## src/rtl/core/csp_pkg.sv

```systemverilog
package csp_pkg;

  // Curve geometry and field widths
  localparam int MAX_SEGMENTS = 32;
  localparam int SEG_W        = 6;
  localparam int COORD_W      = 16;
  localparam int DIFF_W       = 17;
  localparam int CURV_W       = 16;
  localparam int S_W          = 17;
  localparam int H_W          = 20;
  localparam int P01_W        = 37;
  localparam int P23_W        = 38;
  localparam int ACC_W        = 56;

  // Configuration port
  localparam int CFG_IDX_W  = 1;
  localparam int CFG_DATA_W = 16;
  localparam logic [SEG_W-1:0]  SEG_RESET  = 6'd8;
  localparam logic [CURV_W-1:0] CURV_RESET = 16'd8192;

  typedef enum logic [CFG_IDX_W-1:0] {
    REG_SEGMENT_COUNT = 1'b0,
    REG_CURVATURE     = 1'b1
  } cfg_reg_t;

  // One beat of control points
  typedef struct packed {
    logic signed [COORD_W-1:0] p0_x;
    logic signed [COORD_W-1:0] p0_y;
    logic signed [COORD_W-1:0] p0_z;
    logic signed [COORD_W-1:0] p1_x;
    logic signed [COORD_W-1:0] p1_y;
    logic signed [COORD_W-1:0] p1_z;
    logic signed [COORD_W-1:0] p2_x;
    logic signed [COORD_W-1:0] p2_y;
    logic signed [COORD_W-1:0] p2_z;
    logic signed [COORD_W-1:0] p3_x;
    logic signed [COORD_W-1:0] p3_y;
    logic signed [COORD_W-1:0] p3_z;
  } in_item_t;

  // One beat of curve output
  typedef struct packed {
    logic signed [COORD_W-1:0] x;
    logic signed [COORD_W-1:0] y;
    logic signed [COORD_W-1:0] z;
    logic                      last;
  } out_item_t;

  // Per-axis operands after classification: endpoints and tangent differences
  typedef struct packed {
    logic signed [COORD_W-1:0] p1;
    logic signed [COORD_W-1:0] p2;
    logic signed [DIFF_W-1:0]  d1;
    logic signed [DIFF_W-1:0]  d2;
  } axis_t;

  typedef struct packed {
    axis_t [2:0] ax;
  } work_t;

  // Parameter step per index: 65536 = STEP_Q[n] * n + STEP_R[n]
  localparam logic [S_W-1:0] STEP_Q [0:MAX_SEGMENTS] = '{
    17'd0,
    17'(65536/1),  17'(65536/2),  17'(65536/3),  17'(65536/4),
    17'(65536/5),  17'(65536/6),  17'(65536/7),  17'(65536/8),
    17'(65536/9),  17'(65536/10), 17'(65536/11), 17'(65536/12),
    17'(65536/13), 17'(65536/14), 17'(65536/15), 17'(65536/16),
    17'(65536/17), 17'(65536/18), 17'(65536/19), 17'(65536/20),
    17'(65536/21), 17'(65536/22), 17'(65536/23), 17'(65536/24),
    17'(65536/25), 17'(65536/26), 17'(65536/27), 17'(65536/28),
    17'(65536/29), 17'(65536/30), 17'(65536/31), 17'(65536/32)
  };

  localparam logic [4:0] STEP_R [0:MAX_SEGMENTS] = '{
    5'd0,
    5'(65536%1),  5'(65536%2),  5'(65536%3),  5'(65536%4),
    5'(65536%5),  5'(65536%6),  5'(65536%7),  5'(65536%8),
    5'(65536%9),  5'(65536%10), 5'(65536%11), 5'(65536%12),
    5'(65536%13), 5'(65536%14), 5'(65536%15), 5'(65536%16),
    5'(65536%17), 5'(65536%18), 5'(65536%19), 5'(65536%20),
    5'(65536%21), 5'(65536%22), 5'(65536%23), 5'(65536%24),
    5'(65536%25), 5'(65536%26), 5'(65536%27), 5'(65536%28),
    5'(65536%29), 5'(65536%30), 5'(65536%31), 5'(65536%32)
  };

  // Output queue in the point engine
  localparam int OFIFO_DEPTH = 16;
  localparam int OFIFO_AW    = 4;
  localparam int OFIFO_CW    = 5;

endpackage

```

## src/rtl/core/csp_front.sv

```systemverilog
module csp_front (
  input  logic              clk,
  input  logic              rst_n,
  input  logic              in_push,
  input  csp_pkg::in_item_t in_item,
  output logic              in_full,
  output csp_pkg::work_t    wq_head,
  output logic              wq_valid,
  input  logic              wq_pop
);
  import csp_pkg::*;

  work_t      mem_r [0:1];
  logic       wr_ptr_r;
  logic       rd_ptr_r;
  logic [1:0] cnt_r;
  logic       push;
  logic       pop;
  work_t      entry;

  // Classify: keep endpoints, form tangent differences
  always_comb begin
    entry.ax[0].p1 = in_item.p1_x;
    entry.ax[0].p2 = in_item.p2_x;
    entry.ax[0].d1 = DIFF_W'(in_item.p2_x) - DIFF_W'(in_item.p0_x);
    entry.ax[0].d2 = DIFF_W'(in_item.p3_x) - DIFF_W'(in_item.p1_x);
    entry.ax[1].p1 = in_item.p1_y;
    entry.ax[1].p2 = in_item.p2_y;
    entry.ax[1].d1 = DIFF_W'(in_item.p2_y) - DIFF_W'(in_item.p0_y);
    entry.ax[1].d2 = DIFF_W'(in_item.p3_y) - DIFF_W'(in_item.p1_y);
    entry.ax[2].p1 = in_item.p1_z;
    entry.ax[2].p2 = in_item.p2_z;
    entry.ax[2].d1 = DIFF_W'(in_item.p2_z) - DIFF_W'(in_item.p0_z);
    entry.ax[2].d2 = DIFF_W'(in_item.p3_z) - DIFF_W'(in_item.p1_z);
  end

  assign in_full  = (cnt_r == 2'd2);
  assign push     = in_push && !in_full;
  assign pop      = wq_pop;
  assign wq_valid = (cnt_r != 2'd0);
  assign wq_head  = mem_r[rd_ptr_r];

  // Advance queue pointers and fill level
  always_ff @(posedge clk) begin
    if (!rst_n) begin
      wr_ptr_r <= 1'b0;
      rd_ptr_r <= 1'b0;
      cnt_r    <= 2'd0;
    end else begin
      if (push) wr_ptr_r <= ~wr_ptr_r;
      if (pop)  rd_ptr_r <= ~rd_ptr_r;
      cnt_r <= cnt_r + {1'b0, push} - {1'b0, pop};
    end
  end

  // Hold classified beats
  always_ff @(posedge clk) begin
    if (push) mem_r[wr_ptr_r] <= entry;
  end

endmodule

```

## config.mk

```make
export PLATFORM = sky130hd
export DESIGN_NAME = csp_front
export DESIGN_NICKNAME = d
export VERILOG_FILES = /design/src/rtl/core/csp_pkg.sv /design/src/rtl/core/csp_front.sv
export SDC_FILE = /design/constraint.sdc
export NUM_CORES = 1
export LEC_CHECK = 0
export ABC_AREA = 1
export ABC_CLOCK_PERIOD_IN_PS = 13900
export BUFFER_PORTS_ARGS = -buffer_cell sky130_fd_sc_hd__buf_2
export CORE_MARGIN = 2
export CORE_UTILIZATION = 35
export CTS_CLUSTER_SIZE = 24
export DETAILED_ROUTE_END_ITERATION = 6
export PLACE_DENSITY = 0.55
export SETUP_SLACK_MARGIN = 0.02
export SLEW_MARGIN = 20
export SYNTH_ARGS = -nofsm -noshare
export SYNTH_HDL_FRONTEND = slang
export SYNTH_SLANG_ARGS = --single-unit
```

## constraint.sdc

```tcl
create_clock -name clk -period 13.9 [get_ports clk]
set_clock_uncertainty 0.05 [all_clocks]
set_input_delay 2.78 -clock clk [delete_from_list [all_inputs] [get_ports clk]]
set_output_delay 2.78 -clock clk [all_outputs]
set_load 0.02 [all_outputs]
```

==> report_table.html, run 1 <==
<table>
<tr><th>Metric</th><th>Value</th></tr>
<tr><th colspan="2">Logic synthesis</th></tr>
<tr><td>Netlist cell types</td><td>20</td></tr>
<tr><td>Post-synthesis average cell area</td><td>10.9 um^2</td></tr>
<tr><td>Sequential area share after synthesis</td><td>0.566</td></tr>
<tr><td>Synth Warn #</td><td>0</td></tr>
<tr><td>Instance count of the mapped netlist</td><td>1945</td></tr>
<tr><td>Post-synthesis cell area</td><td>0.0212 mm^2</td></tr>
<tr><td>Post-synthesis sequential element count</td><td>401</td></tr>
<tr><td>Net Count, Synth</td><td>2245</td></tr>
<tr><th colspan="2">Worst setup path</th></tr>
<tr><td>Arrival @ worst endpoint</td><td>3.02 ns</td></tr>
<tr><td>FF-to-FF setup slack</td><td>10.56 ns</td></tr>
<tr><td>Reg2Reg Launch Point</td><td>cnt_r[1]</td></tr>
<tr><td>Worst setup path endpoint</td><td>wq_head[68]</td></tr>
<tr><td>Maximum fanout count along the critical path</td><td>137</td></tr>
<tr><td>Crit path launch type</td><td>register</td></tr>
<tr><td>Required time of the worst setup path</td><td>11.07 ns</td></tr>
<tr><td>Worst r2r dst</td><td>mem_r[1][197]</td></tr>
<tr><td>Depth of the most critical reg-to-reg path</td><td>5</td></tr>
<tr><td>Critical path class</td><td>register to output port</td></tr>
<tr><td>Worst Setup End Kind</td><td>output port</td></tr>
<tr><th colspan="2">Clock network</th></tr>
<tr><td>Number of resized instances in the post-cts repair step</td><td>0</td></tr>
<tr><td>Maximum buffer depth of the clock tree</td><td>3</td></tr>
<tr><td>CTS tree</td><td>built</td></tr>
<tr><td>Clock root buffer</td><td>sky130_fd_sc_hd__clkbuf_16</td></tr>
<tr><td>Worst-path clk slew</td><td>0.06 ns</td></tr>
<tr><td>Number of hold buffers added after CTS</td><td>0</td></tr>
<tr><td>Insertion delay to the later sink of the worst-skew pair</td><td>0.57 ns</td></tr>
<tr><td>Num Clock Sinks</td><td>401</td></tr>
<tr><td>Post CTS Setup Buffer Count</td><td>0</td></tr>
<tr><td>Total CTS buffers</td><td>47</td></tr>
<tr><td>Maximum level of the CTS H-tree</td><td>2</td></tr>
<tr><th colspan="2">Hold path</th></tr>
<tr><td>HP Class</td><td>register to register</td></tr>
<tr><th colspan="2">Global route</th></tr>
<tr><td>Wire length of the first global-routing pass</td><td>76600 um</td></tr>
<tr><td>Maximum number of pins on one net before global-route repair</td><td>138</td></tr>
<tr><td>Via count of the first global-routing pass</td><td>14400</td></tr>
<tr><td>Global Route Usage Sum</td><td>0.155</td></tr>
<tr><td>Number of antenna violations at the first check in global routing</td><td>8</td></tr>
<tr><td>Global-route congestion overflow total</td><td>0</td></tr>
<tr><th colspan="2">STA</th></tr>
<tr><td>Setup repair after global routing missed its margin</td><td>no</td></tr>
<tr><td>F_max</td><td>171 MHz</td></tr>
<tr><td>Sum of negative setup slack</td><td>0 ns</td></tr>
<tr><td>Number of pins with negative max-slew slack in the final report</td><td>0</td></tr>
<tr><td>Minimum clock period after layout</td><td>5.85 ns</td></tr>
<tr><td>Final setup violation count</td><td>0</td></tr>
<tr><td>Portion of the clock cycle consumed by the worst path in the final layout</td><td>0.421</td></tr>
<tr><td>Worst slew pin tran</td><td>1.07 ns</td></tr>
<tr><td>Final Hold Viols</td><td>0</td></tr>
<tr><td>Worst relative slew slack</td><td>0.290</td></tr>
<tr><th colspan="2">Finish</th></tr>
<tr><td>Fraction of layout instances using a drive strength above 1</td><td>0.282</td></tr>
<tr><td>Total number of nets in the final design</td><td>2675</td></tr>
<tr><td>Most common library cell in the layout ignoring fill and taps</td><td>sky130_fd_sc_hd__nand2_1</td></tr>
<tr><td>Top library cells by usage in the layout, fill and taps aside</td><td>sky130_fd_sc_hd__nand2_1, sky130_fd_sc_hd__edfxtp_1, sky130_fd_sc_hd__buf_2, sky130_fd_sc_hd__inv_1, sky130_fd_sc_hd__mux2_4</td></tr>
<tr><td>Fill cells</td><td>5770</td></tr>
<tr><td>Synthesis-to-layout area growth</td><td>21.3%</td></tr>
<tr><th colspan="2">Drt</th></tr>
<tr><td>Vias per inst</td><td>4.50</td></tr>
<tr><td>Final Routed Wirelength</td><td>49300 um</td></tr>
<tr><td># DRC</td><td>0</td></tr>
<tr><td>Antenna-violating nets left</td><td>0</td></tr>
<tr><td>Violation count after the first detailed-route iteration</td><td>604</td></tr>
<tr><td>Length of the first detailed-routing pass in iterations</td><td>5</td></tr>
<tr><td>DR WL/cell</td><td>15.4 um</td></tr>
<tr><td>Total vias in the final route</td><td>14400</td></tr>
<tr><th colspan="2">Job</th></tr>
<tr><td>Max Cap Viol</td><td>0</td></tr>
<tr><th colspan="2">Status</th></tr>
<tr><td>Outcome</td><td>finished, final reports clean</td></tr>
<tr><th colspan="2">Pwr</th></tr>
<tr><td>IR drop worst, VDD</td><td>0.000107 V</td></tr>
<tr><td>Post-layout power</td><td>3590 uW</td></tr>
<tr><td>Leakage</td><td>0.0123 uW</td></tr>
<tr><td>Power per unit of standard cell area</td><td>140 mW/mm^2</td></tr>
<tr><th colspan="2">Floorplan</th></tr>
<tr><td>Core region area</td><td>0.0600 mm^2</td></tr>
<tr><td># IOs</td><td>396</td></tr>
<tr><td>Vertical die dimension</td><td>250 um</td></tr>
<tr><td>Die width</td><td>250 um</td></tr>
<tr><td>Number of standard-cell rows in the floorplan</td><td>90</td></tr>
<tr><td>Initial core utilization</td><td>0.353</td></tr>
<tr><td>Die Outline Area</td><td>0.0625 mm^2</td></tr>
<tr><th colspan="2">Placed design</th></tr>
<tr><td>Buffers on Ports</td><td>395</td></tr>
<tr><td>Weighted congestion reported at the end of routability-driven placement</td><td>0.892</td></tr>
<tr><td>HPWL after detailed placement</td><td>36400 um</td></tr>
</table>
synthesized netlist by cell type:
cell type	count	area share
sky130_fd_sc_hd__buf_2	7	0.0017
sky130_fd_sc_hd__o21ai_0	2	0.00047
sky130_fd_sc_hd__edfxtp_1	396	0.56
sky130_fd_sc_hd__fa_1	6	0.0057
sky130_fd_sc_hd__ha_1	98	0.058
sky130_fd_sc_hd__xor2_1	27	0.011
sky130_fd_sc_hd__o21ai_1	1	0.00024
sky130_fd_sc_hd__mux2_4	101	0.072
sky130_fd_sc_hd__or2_1	6	0.0018
sky130_fd_sc_hd__nand2_1	567	0.10
sky130_fd_sc_hd__inv_1	391	0.069
sky130_fd_sc_hd__mux2_2	97	0.052
sky130_fd_sc_hd__dfxtp_1	5	0.0047
sky130_fd_sc_hd__or2_2	4	0.0012
sky130_fd_sc_hd__buf_6	15	0.0080
sky130_fd_sc_hd__nor2_1	51	0.0090
sky130_fd_sc_hd__a21oi_1	62	0.015
sky130_fd_sc_hd__nand3_1	69	0.016
sky130_fd_sc_hd__nor3_1	24	0.0057
sky130_fd_sc_hd__xnor2_1	16	0.0066
where the power goes:
group	switching (uW)	leakage, uW	total, uW	internal [uW]
Clock	487	0.000800	1290	801
Sequential	30.3	0.00374	1540	1510
Combinational	481	0.00773	762	281
Total	998	0.0123	3590	2590
final cells by class:
cell class                      instances  area (um^2)  share of cell area
Clock inverter                         30          402              0.0156
Sequential cell                       401        12000               0.467
Inverter                              391         1470              0.0572
Antenna cell                            5         12.5            0.000487
Clock buffer                           56         1230              0.0480
Tap cell                              782          978              0.0381
Multi-Input combinational cell       1131         7520               0.293
Timing Repair Buffer                  403         2070              0.0806
critical path, cell delays in order, from the launching register on:
cell,delay (ns)
sky130_fd_sc_hd__dfxtp_4,0.58
sky130_fd_sc_hd__buf_16,0.32
sky130_fd_sc_hd__buf_12,0.70
sky130_fd_sc_hd__mux2_2,0.43
sky130_fd_sc_hd__buf_2,0.17
metrics by stage:
step / setup WS, ns / hold WS, ns / utilization / cells / instance area, um^2
floorplan: 1.98 / 0.409 / - / 1945 / 21200
global route: 7.91 / 0.509 / 0.428 / 3198 / 25700
CTS: 7.79 / 0.462 / 0.427 / 3193 / 25600
detailed placement: 8.02 / 0.432 / 0.400 / 3107 / 24000
finish: 8.05 / 0.456 / 0.428 / 3199 / 25700
global placement: 8.07 / 0.431 / 0.400 / 3107 / 24000
state kept, by name, indices dropped and copies added, names as in the netlist, named ones only:
signal    count
mem_r       396
cnt_r         2
rd_ptr_r      1
wr_ptr_r      1
worst min path at each step:
stage              from        to  slack [ns]  depth (start not counted)
6_report       rd_ptr_r  register        0.46                          2
5_1_grt        cnt_r[1]  cnt_r[1]        0.51                          2
4_1_cts        rd_ptr_r  register        0.46                          2
3_5_place_dp   rd_ptr_r  register        0.43                          2
3_3_place_gp   rd_ptr_r  rd_ptr_r        0.43                          2
2_1_floorplan  wr_ptr_r  wr_ptr_r        0.41                          2
cells by family (layout without fill, tap and decap cells):
group / after synthesis / count (layout) / synth area share
AOI/OAI and AO/OA: 65 / 65 / 0.0154
other: 0 / 5 / 0
DFF: 401 / 401 / 0.566
and+or+nand+nor: 721 / 721 / 0.135
adders and majority gates: 104 / 104 / 0.0636
muxes: 198 / 198 / 0.123
buffers and inverters: 413 / 880 / 0.0790
xor gates and xnor gates: 43 / 43 / 0.0178
routing by layer:
metal / GRT usage / up-vias / part of all wire
met5: 0 / - / 0.00065
met4: 0.0422 / 6 / 0.016
met3: 0.0417 / 53 / 0.070
met2: 0.262 / 384 / 0.48
met1: 0.195 / 6722 / 0.43
li1: - / 7224 / -
(Power assumes the default switching activity.)
==> inputs of run 2 (changes only) <==
--- a/config.mk
+++ b/config.mk
@@ -6,7 +6,7 @@
 export NUM_CORES = 1
 export LEC_CHECK = 0
 export ABC_AREA = 1
-export ABC_CLOCK_PERIOD_IN_PS = 13900
+export ABC_CLOCK_PERIOD_IN_PS = 5700
 export BUFFER_PORTS_ARGS = -buffer_cell sky130_fd_sc_hd__buf_2
 export CORE_MARGIN = 2
 export CORE_UTILIZATION = 35
==> constraint.sdc (replaced) <==
create_clock -name clk -period 5.7 [get_ports clk]
set_clock_uncertainty 0.05 [all_clocks]
set_input_delay 1.14 -clock clk [delete_from_list [all_inputs] [get_ports clk]]
set_output_delay 1.14 -clock clk [all_outputs]
set_load 0.02 [all_outputs]
==> run 2 against run 1 <==
Net effect:
- global-route usage rose by 0.25 points
- via count rose by 0.37%
- non-clock buffer count rose by 1
- die area did not move
- sequential share of layout area rose by 0.26 points
- sequential power rose by 140%
- flip-flop and latch count did not move
- critical endpoint is now wq_head[43]
- count of clock-buffer cells in the layout fell by 1
==> report_table.html, run 2 (synthesis gave the netlist of run 1 again) <==
<table>
<tr><th>Metric</th><th>Value</th></tr>
<tr><th colspan="2">Drt</th></tr>
<tr><td># DRC</td><td>0 (unchanged)</td></tr>
<tr><td>Length of the first detailed-routing pass in iterations</td><td>5 (unchanged)</td></tr>
<tr><td>Total vias in the final route</td><td>14400 (+0.37%)</td></tr>
<tr><td>Antenna-violating nets left</td><td>0 (unchanged)</td></tr>
<tr><td>Violation count after the first detailed-route iteration</td><td>626 (+3.6%)</td></tr>
<tr><td>Vias per inst</td><td>4.52 (+0.56%)</td></tr>
<tr><td>DR WL/cell</td><td>15.6 um (+1.0%)</td></tr>
<tr><td>Final Routed Wirelength</td><td>49700 um (+0.81%)</td></tr>
<tr><th colspan="2">Pwr</th></tr>
<tr><td>Internal power of the cells</td><td>6100 uW (+140%)</td></tr>
<tr><td>Part of the power in registers</td><td>0.442 (+0.013)</td></tr>
<tr><td>Net switching share of the total power</td><td>0.282 (+0.00447)</td></tr>
<tr><td>Switching power total</td><td>2400 uW (+140%)</td></tr>
<tr><td>Power share of the combinational group</td><td>0.219 (+0.007)</td></tr>
<tr><td>Power per unit of standard cell area</td><td>333 mW/mm^2 (+140%)</td></tr>
<tr><td>IR drop worst, VDD</td><td>0.000252 V (+140%)</td></tr>
<tr><td>Leakage</td><td>0.0122 uW (-0.70%)</td></tr>
<tr><td>Portion of total power attributed to the clock network</td><td>0.338 (-0.021)</td></tr>
<tr><th colspan="2">STA</th></tr>
<tr><td>Minimum clock period after layout</td><td>3.60 ns</td></tr>
<tr><td>Final Hold Viols</td><td>0 (unchanged)</td></tr>
<tr><td>Worst relative slew slack</td><td>0.457 (+0.168)</td></tr>
<tr><td>Hold slack final</td><td>0.452 ns (-0.00331 ns)</td></tr>
<tr><td>Portion of the clock cycle consumed by the worst path in the final layout</td><td>0.632</td></tr>
<tr><td>Final worst-path setup slack</td><td>2.10 ns (-5.95 ns)</td></tr>
<tr><td>F_max</td><td>278 MHz</td></tr>
<tr><td>Setup repair after global routing missed its margin</td><td>no</td></tr>
<tr><td>Number of pins with negative max-slew slack in the final report</td><td>0 (unchanged)</td></tr>
<tr><td>Final setup violation count</td><td>0 (unchanged)</td></tr>
<tr><td>Worst slew pin tran</td><td>0.814 ns (-0.251 ns)</td></tr>
<tr><th colspan="2">Worst setup path</th></tr>
<tr><td>Worst Setup End Kind</td><td>output port</td></tr>
<tr><td>Worst setup path endpoint</td><td>wq_head[43]</td></tr>
<tr><td>FF-to-FF setup slack</td><td>3.43 ns (-7.13 ns)</td></tr>
<tr><td>Maximum fanout count along the critical path</td><td>80 (-42%)</td></tr>
<tr><td>Worst r2r dst</td><td>mem_r[1][108]</td></tr>
<tr><td>Critical path class</td><td>register to output port</td></tr>
<tr><td>Depth of the most critical reg-to-reg path</td><td>5 (unchanged)</td></tr>
<tr><td>Arrival @ worst endpoint</td><td>2.41 ns (-0.61 ns)</td></tr>
<tr><td>Required time of the worst setup path</td><td>4.51 ns (-6.56 ns)</td></tr>
<tr><td>Crit path launch type</td><td>register</td></tr>
<tr><td>Reg2Reg Launch Point</td><td>cnt_r[1]</td></tr>
<tr><th colspan="2">Finish</th></tr>
<tr><td>Post-route standard cell area excluding fillers</td><td>0.0255 mm^2 (-0.56%)</td></tr>
<tr><td>Top Registers</td><td>mem_r: 396 flops, cnt_r: 2 flops</td></tr>
<tr><td>Most common library cell in the layout ignoring fill and taps</td><td>sky130_fd_sc_hd__nand2_1</td></tr>
<tr><td>Fraction of layout instances using a drive strength above 1</td><td>0.278 (-0.00440)</td></tr>
<tr><td>Register bank with the most flops</td><td>mem_r</td></tr>
<tr><td>Max FFs per register</td><td>396 (unchanged)</td></tr>
<tr><td>Post-route non-filler standard cell count</td><td>3193 (-0.19%)</td></tr>
<tr><td>End-of-flow core utilization</td><td>0.425 (-0.00238)</td></tr>
<tr><td>Synthesis-to-layout area growth</td><td>20.6%</td></tr>
<tr><td>Total number of nets in the final design</td><td>2675 (unchanged)</td></tr>
<tr><td>Top library cells by usage in the layout, fill and taps aside</td><td>sky130_fd_sc_hd__nand2_1, sky130_fd_sc_hd__edfxtp_1, sky130_fd_sc_hd__buf_2, sky130_fd_sc_hd__inv_1, sky130_fd_sc_hd__mux2_4</td></tr>
<tr><th colspan="2">Global route</th></tr>
<tr><td>Via count of the first global-routing pass</td><td>14800 (+2.8%)</td></tr>
<tr><td>Global-route congestion overflow total</td><td>0 (unchanged)</td></tr>
<tr><td>Number of antenna violations at the first check in global routing</td><td>10 (+2)</td></tr>
<tr><td>Global Route Usage Sum</td><td>0.158 (+0.00249)</td></tr>
<tr><td>Maximum number of pins on one net before global-route repair</td><td>127 (-8.0%)</td></tr>
<tr><td>Wire length of the first global-routing pass</td><td>78300 um (+2.2%)</td></tr>
<tr><th colspan="2">Clock network</th></tr>
<tr><td>Num Clock Sinks</td><td>401 (unchanged)</td></tr>
<tr><td>Insertion delay to the later sink of the worst-skew pair</td><td>0.56 ns (about the same)</td></tr>
<tr><td>Number of hold buffers added after CTS</td><td>0 (unchanged)</td></tr>
<tr><td>CTS tree</td><td>built</td></tr>
<tr><td>Maximum buffer depth of the clock tree</td><td>3 (unchanged)</td></tr>
<tr><td>Maximum level of the CTS H-tree</td><td>2 (unchanged)</td></tr>
<tr><td>Total CTS buffers</td><td>46 (-2.1%)</td></tr>
<tr><td>Worst-path clk slew</td><td>0.05 ns (about the same)</td></tr>
<tr><td>Number of resized instances in the post-cts repair step</td><td>0 (unchanged)</td></tr>
<tr><td>Post CTS Setup Buffer Count</td><td>0 (unchanged)</td></tr>
<tr><td>Clock root buffer</td><td>sky130_fd_sc_hd__clkbuf_16</td></tr>
<tr><th colspan="2">Job</th></tr>
<tr><td>Max Cap Viol</td><td>0 (unchanged)</td></tr>
<tr><th colspan="2">Placed design</th></tr>
<tr><td>Worst slack at placement</td><td>2.58 ns (-5.44 ns)</td></tr>
<tr><td>Placement Cell Area</td><td>0.0241 mm^2 (+0.22%)</td></tr>
<tr><td>Buffers on Ports</td><td>395 (unchanged)</td></tr>
<tr><td>Weighted congestion reported at the end of routability-driven placement</td><td>0.877 (-1.7%)</td></tr>
<tr><td>Instance count after placement with tap cells included</td><td>3109 (+0.064%)</td></tr>
<tr><td>HPWL after detailed placement</td><td>36700 um (+0.79%)</td></tr>
<tr><th colspan="2">Floorplan</th></tr>
<tr><td>Number of standard-cell rows in the floorplan</td><td>90 (unchanged)</td></tr>
<tr><td>Core region area</td><td>0.0600 mm^2 (unchanged)</td></tr>
<tr><td>Die width</td><td>250 um (unchanged)</td></tr>
<tr><td>Initial core utilization</td><td>0.353 (unchanged)</td></tr>
<tr><td>Vertical die dimension</td><td>250 um (unchanged)</td></tr>
<tr><td># IOs</td><td>396 (unchanged)</td></tr>
<tr><td>Die Outline Area</td><td>0.0625 mm^2 (unchanged)</td></tr>
<tr><th colspan="2">Hold path</th></tr>
<tr><td>HP Class</td><td>register to register</td></tr>
<tr><th colspan="2">Status</th></tr>
<tr><td>Outcome</td><td>finished, final reports clean</td></tr>
</table>
==> run 2: cell count changes in the layout (fill, tap and decap cells not counted) <==
cell / delta
sky130_fd_sc_hd__clkinv_1: +9
sky130_fd_sc_hd__clkinv_2: -6
sky130_fd_sc_hd__bufinv_16: -5
sky130_fd_sc_hd__buf_12: +3
sky130_fd_sc_hd__inv_6: -3
sky130_fd_sc_hd__clkbuf_1: -2
sky130_fd_sc_hd__clkinvlp_4: +2
sky130_fd_sc_hd__buf_16: -1
sky130_fd_sc_hd__buf_4: -1
sky130_fd_sc_hd__clkbuf_16: +1
sky130_fd_sc_hd__clkinv_4: -1
sky130_fd_sc_hd__clkinv_8: -1
sky130_fd_sc_hd__diode_2: -1
==> run 2: worst min-delay path by stage <==
| stage | from | to | slack [ns] | cells past startpoint |
|---|---|---|---|---|
| finish | rd_ptr_r | rd_ptr_r | 0.45 | 2 |
| global route | cnt_r[1] | cnt_r[1] | 0.49 | 2 |
| CTS | rd_ptr_r | rd_ptr_r | 0.45 | 2 |
| detailed placement | rd_ptr_r | rd_ptr_r | 0.44 | 2 |
| global placement | rd_ptr_r | rd_ptr_r | 0.43 | 2 |
| floorplan | rd_ptr_r | register | 0.41 | 2 |
==> run 2: cell type report <==
type	count	area [um^2]
Timing Repair Buffer	404	2090
Inverter	391	1470
Multi-Input combinational cell	1131	7520
Tap cell	782	978
Fill cell	5810	34500
Clock inverter	25	219
Sequential cell	401	12000
Antenna cell	4	10.0
Clock buffer	55	1250
==> run 2: power groups by stage <==
stage,Combinational [uW],Sequential (uW),Clock (uW)
2_1_floorplan,1280,3850,0
3_3_place_gp,1870,3810,0
3_5_place_dp,1890,3830,0
4_1_cts,1900,3760,2960
5_1_grt,2060,3790,3070
6_report,1860,3760,2880
==> run 2: metal layers <==
layer,wire (um),GRT usage,part of all wire
met5,80,0,0.0016
met4,935,0.0411,0.019
met3,3400,0.0484,0.068
met2,23800,0.267,0.48
met1,21400,0.195,0.43
==> run 2: through the flow <==
step                total power, uW  TNS (ns)
floorplan                      5130   -495.70
global placement               5680         0
detailed placement             5720         0
CTS                            8630         0
global route                   8920         0
finish                         8500         0
==> run 2: worst max-delay path: stages, from the launching register on <==
cell and delay (ns):
sky130_fd_sc_hd__dfxtp_4 0.65, sky130_fd_sc_hd__buf_12 0.51, sky130_fd_sc_hd__mux2_2 0.42, sky130_fd_sc_hd__buf_2 0.16
==> inputs of run 3 (changes only) <==
--- a/config.mk
+++ b/config.mk
@@ -6,13 +6,13 @@
 export NUM_CORES = 1
 export LEC_CHECK = 0
 export ABC_AREA = 1
-export ABC_CLOCK_PERIOD_IN_PS = 5700
+export ABC_CLOCK_PERIOD_IN_PS = 3000
 export BUFFER_PORTS_ARGS = -buffer_cell sky130_fd_sc_hd__buf_2
 export CORE_MARGIN = 2
 export CORE_UTILIZATION = 35
 export CTS_CLUSTER_SIZE = 24
 export DETAILED_ROUTE_END_ITERATION = 6
-export PLACE_DENSITY = 0.55
+export PLACE_DENSITY = 0.57
 export SETUP_SLACK_MARGIN = 0.02
 export SLEW_MARGIN = 20
 export SYNTH_ARGS = -nofsm -noshare
==> constraint.sdc (replaced) <==
create_clock -name clk -period 3 [get_ports clk]
set_clock_uncertainty 0.05 [all_clocks]
set_input_delay 0.6 -clock clk [delete_from_list [all_inputs] [get_ports clk]]
set_output_delay 0.6 -clock clk [all_outputs]
set_load 0.02 [all_outputs]
==> run 3 against run 2 <==
Net effect:
- non-clock buffer count up 6
- design area up 0.79%
- flip-flop and latch count unchanged
- total power up 94%
- sequential power up 90%
- cell count up 0.25%
- setup slack worse by 1.8 ns
- global-route usage down 0.060 points
- combinational power up 92%
- first-iteration DRC count down 4.5%
- register-to-register slack worse by 2.2 ns
- largest cell class unchanged
==> report_table.html, run 3 (synthesis gave the netlist of run 1 again) <==
<table>
<tr><th>Metric</th><th>Value</th></tr>
<tr><th colspan="2">Worst setup path</th></tr>
<tr><td>Crit path launch type</td><td>register</td></tr>
<tr><td>Top cell family by delay on the critical path</td><td>buffers and inverters</td></tr>
<tr><td>Worst Setup End Kind</td><td>output port</td></tr>
<tr><td>Arrival @ worst endpoint</td><td>2.06 ns (-0.35 ns)</td></tr>
<tr><td>Crit-path cells</td><td>buf_12 &gt; buf_12 &gt; mux2_2 &gt; buf_2</td></tr>
<tr><td>Delay of the slowest cell on the worst path</td><td>0.51 ns (-0.14 ns)</td></tr>
<tr><td>Crit path max-delay cell type</td><td>sky130_fd_sc_hd__dfxtp_4</td></tr>
<tr><td>Cell occurring most often along the worst timing path</td><td>sky130_fd_sc_hd__buf_12</td></tr>
<tr><td>Required time of the worst setup path</td><td>2.35 ns (-2.16 ns)</td></tr>
<tr><td>Worst r2r dst</td><td>mem_r[0][87]</td></tr>
<tr><td>Reg2Reg Launch Point</td><td>cnt_r[1]</td></tr>
<tr><td>Buf/Inv on CP</td><td>3 (+1)</td></tr>
<tr><td>Depth of the most critical reg-to-reg path</td><td>4 (-1)</td></tr>
<tr><td>FF-to-FF setup slack</td><td>1.19 ns (-2.24 ns)</td></tr>
<tr><td>Critical path class</td><td>register to output port</td></tr>
<tr><td>Maximum fanout count along the critical path</td><td>18 (-78%)</td></tr>
<tr><th colspan="2">Drt</th></tr>
<tr><td>Vias per inst</td><td>4.49 (-0.62%)</td></tr>
<tr><td>Antenna-violating nets left</td><td>0 (unchanged)</td></tr>
<tr><td># DRC</td><td>0 (unchanged)</td></tr>
<tr><td>Total vias in the final route</td><td>14400 (-0.37%)</td></tr>
<tr><td>Violation count after the first detailed-route iteration</td><td>598 (-4.5%)</td></tr>
<tr><td>Final Routed Wirelength</td><td>49700 um (about the same)</td></tr>
<tr><td>DR WL/cell</td><td>15.5 um (-0.18%)</td></tr>
<tr><td>Length of the first detailed-routing pass in iterations</td><td>4 (-1)</td></tr>
<tr><th colspan="2">Finish</th></tr>
<tr><td>Register bank with the most flops</td><td>mem_r</td></tr>
<tr><td>Top library cells by usage in the layout, fill and taps aside</td><td>sky130_fd_sc_hd__nand2_1, sky130_fd_sc_hd__edfxtp_1, sky130_fd_sc_hd__buf_2, sky130_fd_sc_hd__inv_1, sky130_fd_sc_hd__mux2_4</td></tr>
<tr><td>Fraction of layout instances using a drive strength above 1</td><td>0.285 (+0.00671)</td></tr>
<tr><td>Total area of sequential cells</td><td>0.0120 mm^2 (unchanged)</td></tr>
<tr><td>Top Registers</td><td>mem_r: 396 flops, cnt_r: 2 flops</td></tr>
<tr><td>Max FFs per register</td><td>396 (unchanged)</td></tr>
<tr><td>Total number of nets in the final design</td><td>2681 (+0.22%)</td></tr>
<tr><td>Synthesis-to-layout area growth</td><td>21.6%</td></tr>
<tr><td>Fill cells</td><td>5773 (-0.64%)</td></tr>
<tr><td>Most common library cell in the layout ignoring fill and taps</td><td>sky130_fd_sc_hd__nand2_1</td></tr>
<tr><td>Area used by multi-input combinational logic</td><td>0.00753 mm^2 (+0.15%)</td></tr>
<tr><th colspan="2">Clock network</th></tr>
<tr><td>Post CTS Setup Buffer Count</td><td>0 (unchanged)</td></tr>
<tr><td>Maximum buffer depth of the clock tree</td><td>3 (unchanged)</td></tr>
<tr><td>Number of resized instances in the post-cts repair step</td><td>0 (unchanged)</td></tr>
<tr><td>Num Clock Sinks</td><td>401 (unchanged)</td></tr>
<tr><td>Worst-path clk slew</td><td>0.06 ns (about the same)</td></tr>
<tr><td>Maximum level of the CTS H-tree</td><td>2 (unchanged)</td></tr>
<tr><td>CTS tree</td><td>built</td></tr>
<tr><td>Insertion delay to the later sink of the worst-skew pair</td><td>0.56 ns (about the same)</td></tr>
<tr><td>Total CTS buffers</td><td>46 (unchanged)</td></tr>
<tr><td>Clock root buffer</td><td>sky130_fd_sc_hd__clkbuf_16</td></tr>
<tr><td>Number of hold buffers added after CTS</td><td>0 (unchanged)</td></tr>
<tr><th colspan="2">Pwr</th></tr>
<tr><td>Power per unit of standard cell area</td><td>639 mW/mm^2 (+92%)</td></tr>
<tr><td>IR drop worst, VDD</td><td>0.000459 V (+82%)</td></tr>
<tr><td>Leakage</td><td>0.0123 uW (+0.81%)</td></tr>
<tr><th colspan="2">Global route</th></tr>
<tr><td>Via count of the first global-routing pass</td><td>14400 (-2.2%)</td></tr>
<tr><td>Maximum number of pins on one net before global-route repair</td><td>107 (-16%)</td></tr>
<tr><td>Global Route Usage Sum</td><td>0.157 (-0.000604)</td></tr>
<tr><td>Number of antenna violations at the first check in global routing</td><td>11 (+1)</td></tr>
<tr><td>Global-route congestion overflow total</td><td>0 (unchanged)</td></tr>
<tr><td>Wire length of the first global-routing pass</td><td>77700 um (-0.81%)</td></tr>
<tr><th colspan="2">Hold path</th></tr>
<tr><td>Min-Delay Path Depth</td><td>1 (-1)</td></tr>
<tr><td>HP Class</td><td>input port to register</td></tr>
<tr><td>Min-delay src</td><td>in_item[111]</td></tr>
<tr><td>Terminating pin of the worst hold path</td><td>mem_r[0][197]</td></tr>
<tr><th colspan="2">STA</th></tr>
<tr><td>Worst slew pin tran</td><td>0.721 ns (-0.0930 ns)</td></tr>
<tr><td>Number of pins with negative max-slew slack in the final report</td><td>0 (unchanged)</td></tr>
<tr><td>Portion of the clock cycle consumed by the worst path in the final layout</td><td>0.902</td></tr>
<tr><td>F_max</td><td>370 MHz</td></tr>
<tr><td>Minimum clock period after layout</td><td>2.71 ns</td></tr>
<tr><td>Final Hold Viols</td><td>0 (unchanged)</td></tr>
<tr><td>Setup repair after global routing missed its margin</td><td>no</td></tr>
<tr><td>Final setup violation count</td><td>0 (unchanged)</td></tr>
<tr><td>Sum of negative setup slack</td><td>0 ns (unchanged)</td></tr>
<tr><td>Final worst-path setup slack</td><td>0.295 ns (-1.80 ns)</td></tr>
<tr><td>Worst relative slew slack</td><td>0.519 (+0.0620)</td></tr>
<tr><th colspan="2">Floorplan</th></tr>
<tr><td>Core region area</td><td>0.0600 mm^2 (unchanged)</td></tr>
<tr><td>Initial core utilization</td><td>0.353 (unchanged)</td></tr>
<tr><td>Die width</td><td>250 um (unchanged)</td></tr>
<tr><td>Number of standard-cell rows in the floorplan</td><td>90 (unchanged)</td></tr>
<tr><td>Vertical die dimension</td><td>250 um (unchanged)</td></tr>
<tr><td># IOs</td><td>396 (unchanged)</td></tr>
<tr><td>Die Outline Area</td><td>0.0625 mm^2 (unchanged)</td></tr>
<tr><th colspan="2">Placed design</th></tr>
<tr><td>HPWL after detailed placement</td><td>37000 um (+0.91%)</td></tr>
<tr><td>Worst slack at placement</td><td>0.514 ns (-2.06 ns)</td></tr>
<tr><td>Weighted congestion reported at the end of routability-driven placement</td><td>0.888 (+1.3%)</td></tr>
<tr><td>Buffers on Ports</td><td>395 (unchanged)</td></tr>
<tr><th colspan="2">Job</th></tr>
<tr><td>Max Cap Viol</td><td>0 (unchanged)</td></tr>
<tr><th colspan="2">Status</th></tr>
<tr><td>Outcome</td><td>finished, final reports clean</td></tr>
</table>
==> run 3: changes by cell type in the layout (fill, tap and decap cells not counted), sizes merged <==
cell      change
clkinv        -2
bufinv        +3
inv           +2
buf           +6
diode         -2
clkinvlp      +1
==> run 3: final cells by class <==
class / instances / area share
well taps: 782 / 0.0380
multi-input cells: 1131 / 0.293
repair buffers: 410 / 0.0861
inverters: 391 / 0.0570
clock inverters: 29 / 0.0131
diodes: 2 / 0.000194
flip-flops and latches: 401 / 0.466
clock buffers: 55 / 0.0469
==> run 3: routing by layer <==
layer | track usage | vias to the layer above | wire (um)
li1 | - | 7238 | -
met4 | 0.0341 | 16 | 782
met3 | 0.0564 | 71 | 4040
met1 | 0.188 | 6739 | 20900
met5 | 0 | - | 91
met2 | 0.270 | 324 | 23900
==> run 3: per-stage QoR <==
step	std cells	hold slack (ns)	total power [uW]	area, um^2	util
3_3_place_gp	3115	0.428	10800	24200	0.403
4_1_cts	3199	0.143	16700	25700	0.429
6_report	3201	0.188	16400	25700	0.429
2_1_floorplan	1945	0.413	9700	21200	-
5_1_grt	3200	0.151	17300	25700	0.429
3_5_place_dp	3115	0.438	10900	24200	0.403
==> run 3: worst max-delay path by stage <==
stage,endpoint,depth (start not counted)
after floorplan,mem_r[0][0],2
final,wq_head[183],4
after CTS,wq_head[13],3
after global routing,wq_head[59],3
after detailed placement,mem_r[0][148],12
after global placement,mem_r[0][144],12
==> run 3: report_power, final <==
| group | switching, uW | leakage, uW | total (uW) | internal, uW |
|---|---|---|---|---|
| clock | 2260 | 0.000751 | 5730 | 3480 |
| combinational | 2240 | 0.00779 | 3580 | 1330 |
| sequential | 140 | 0.00374 | 7140 | 7000 |
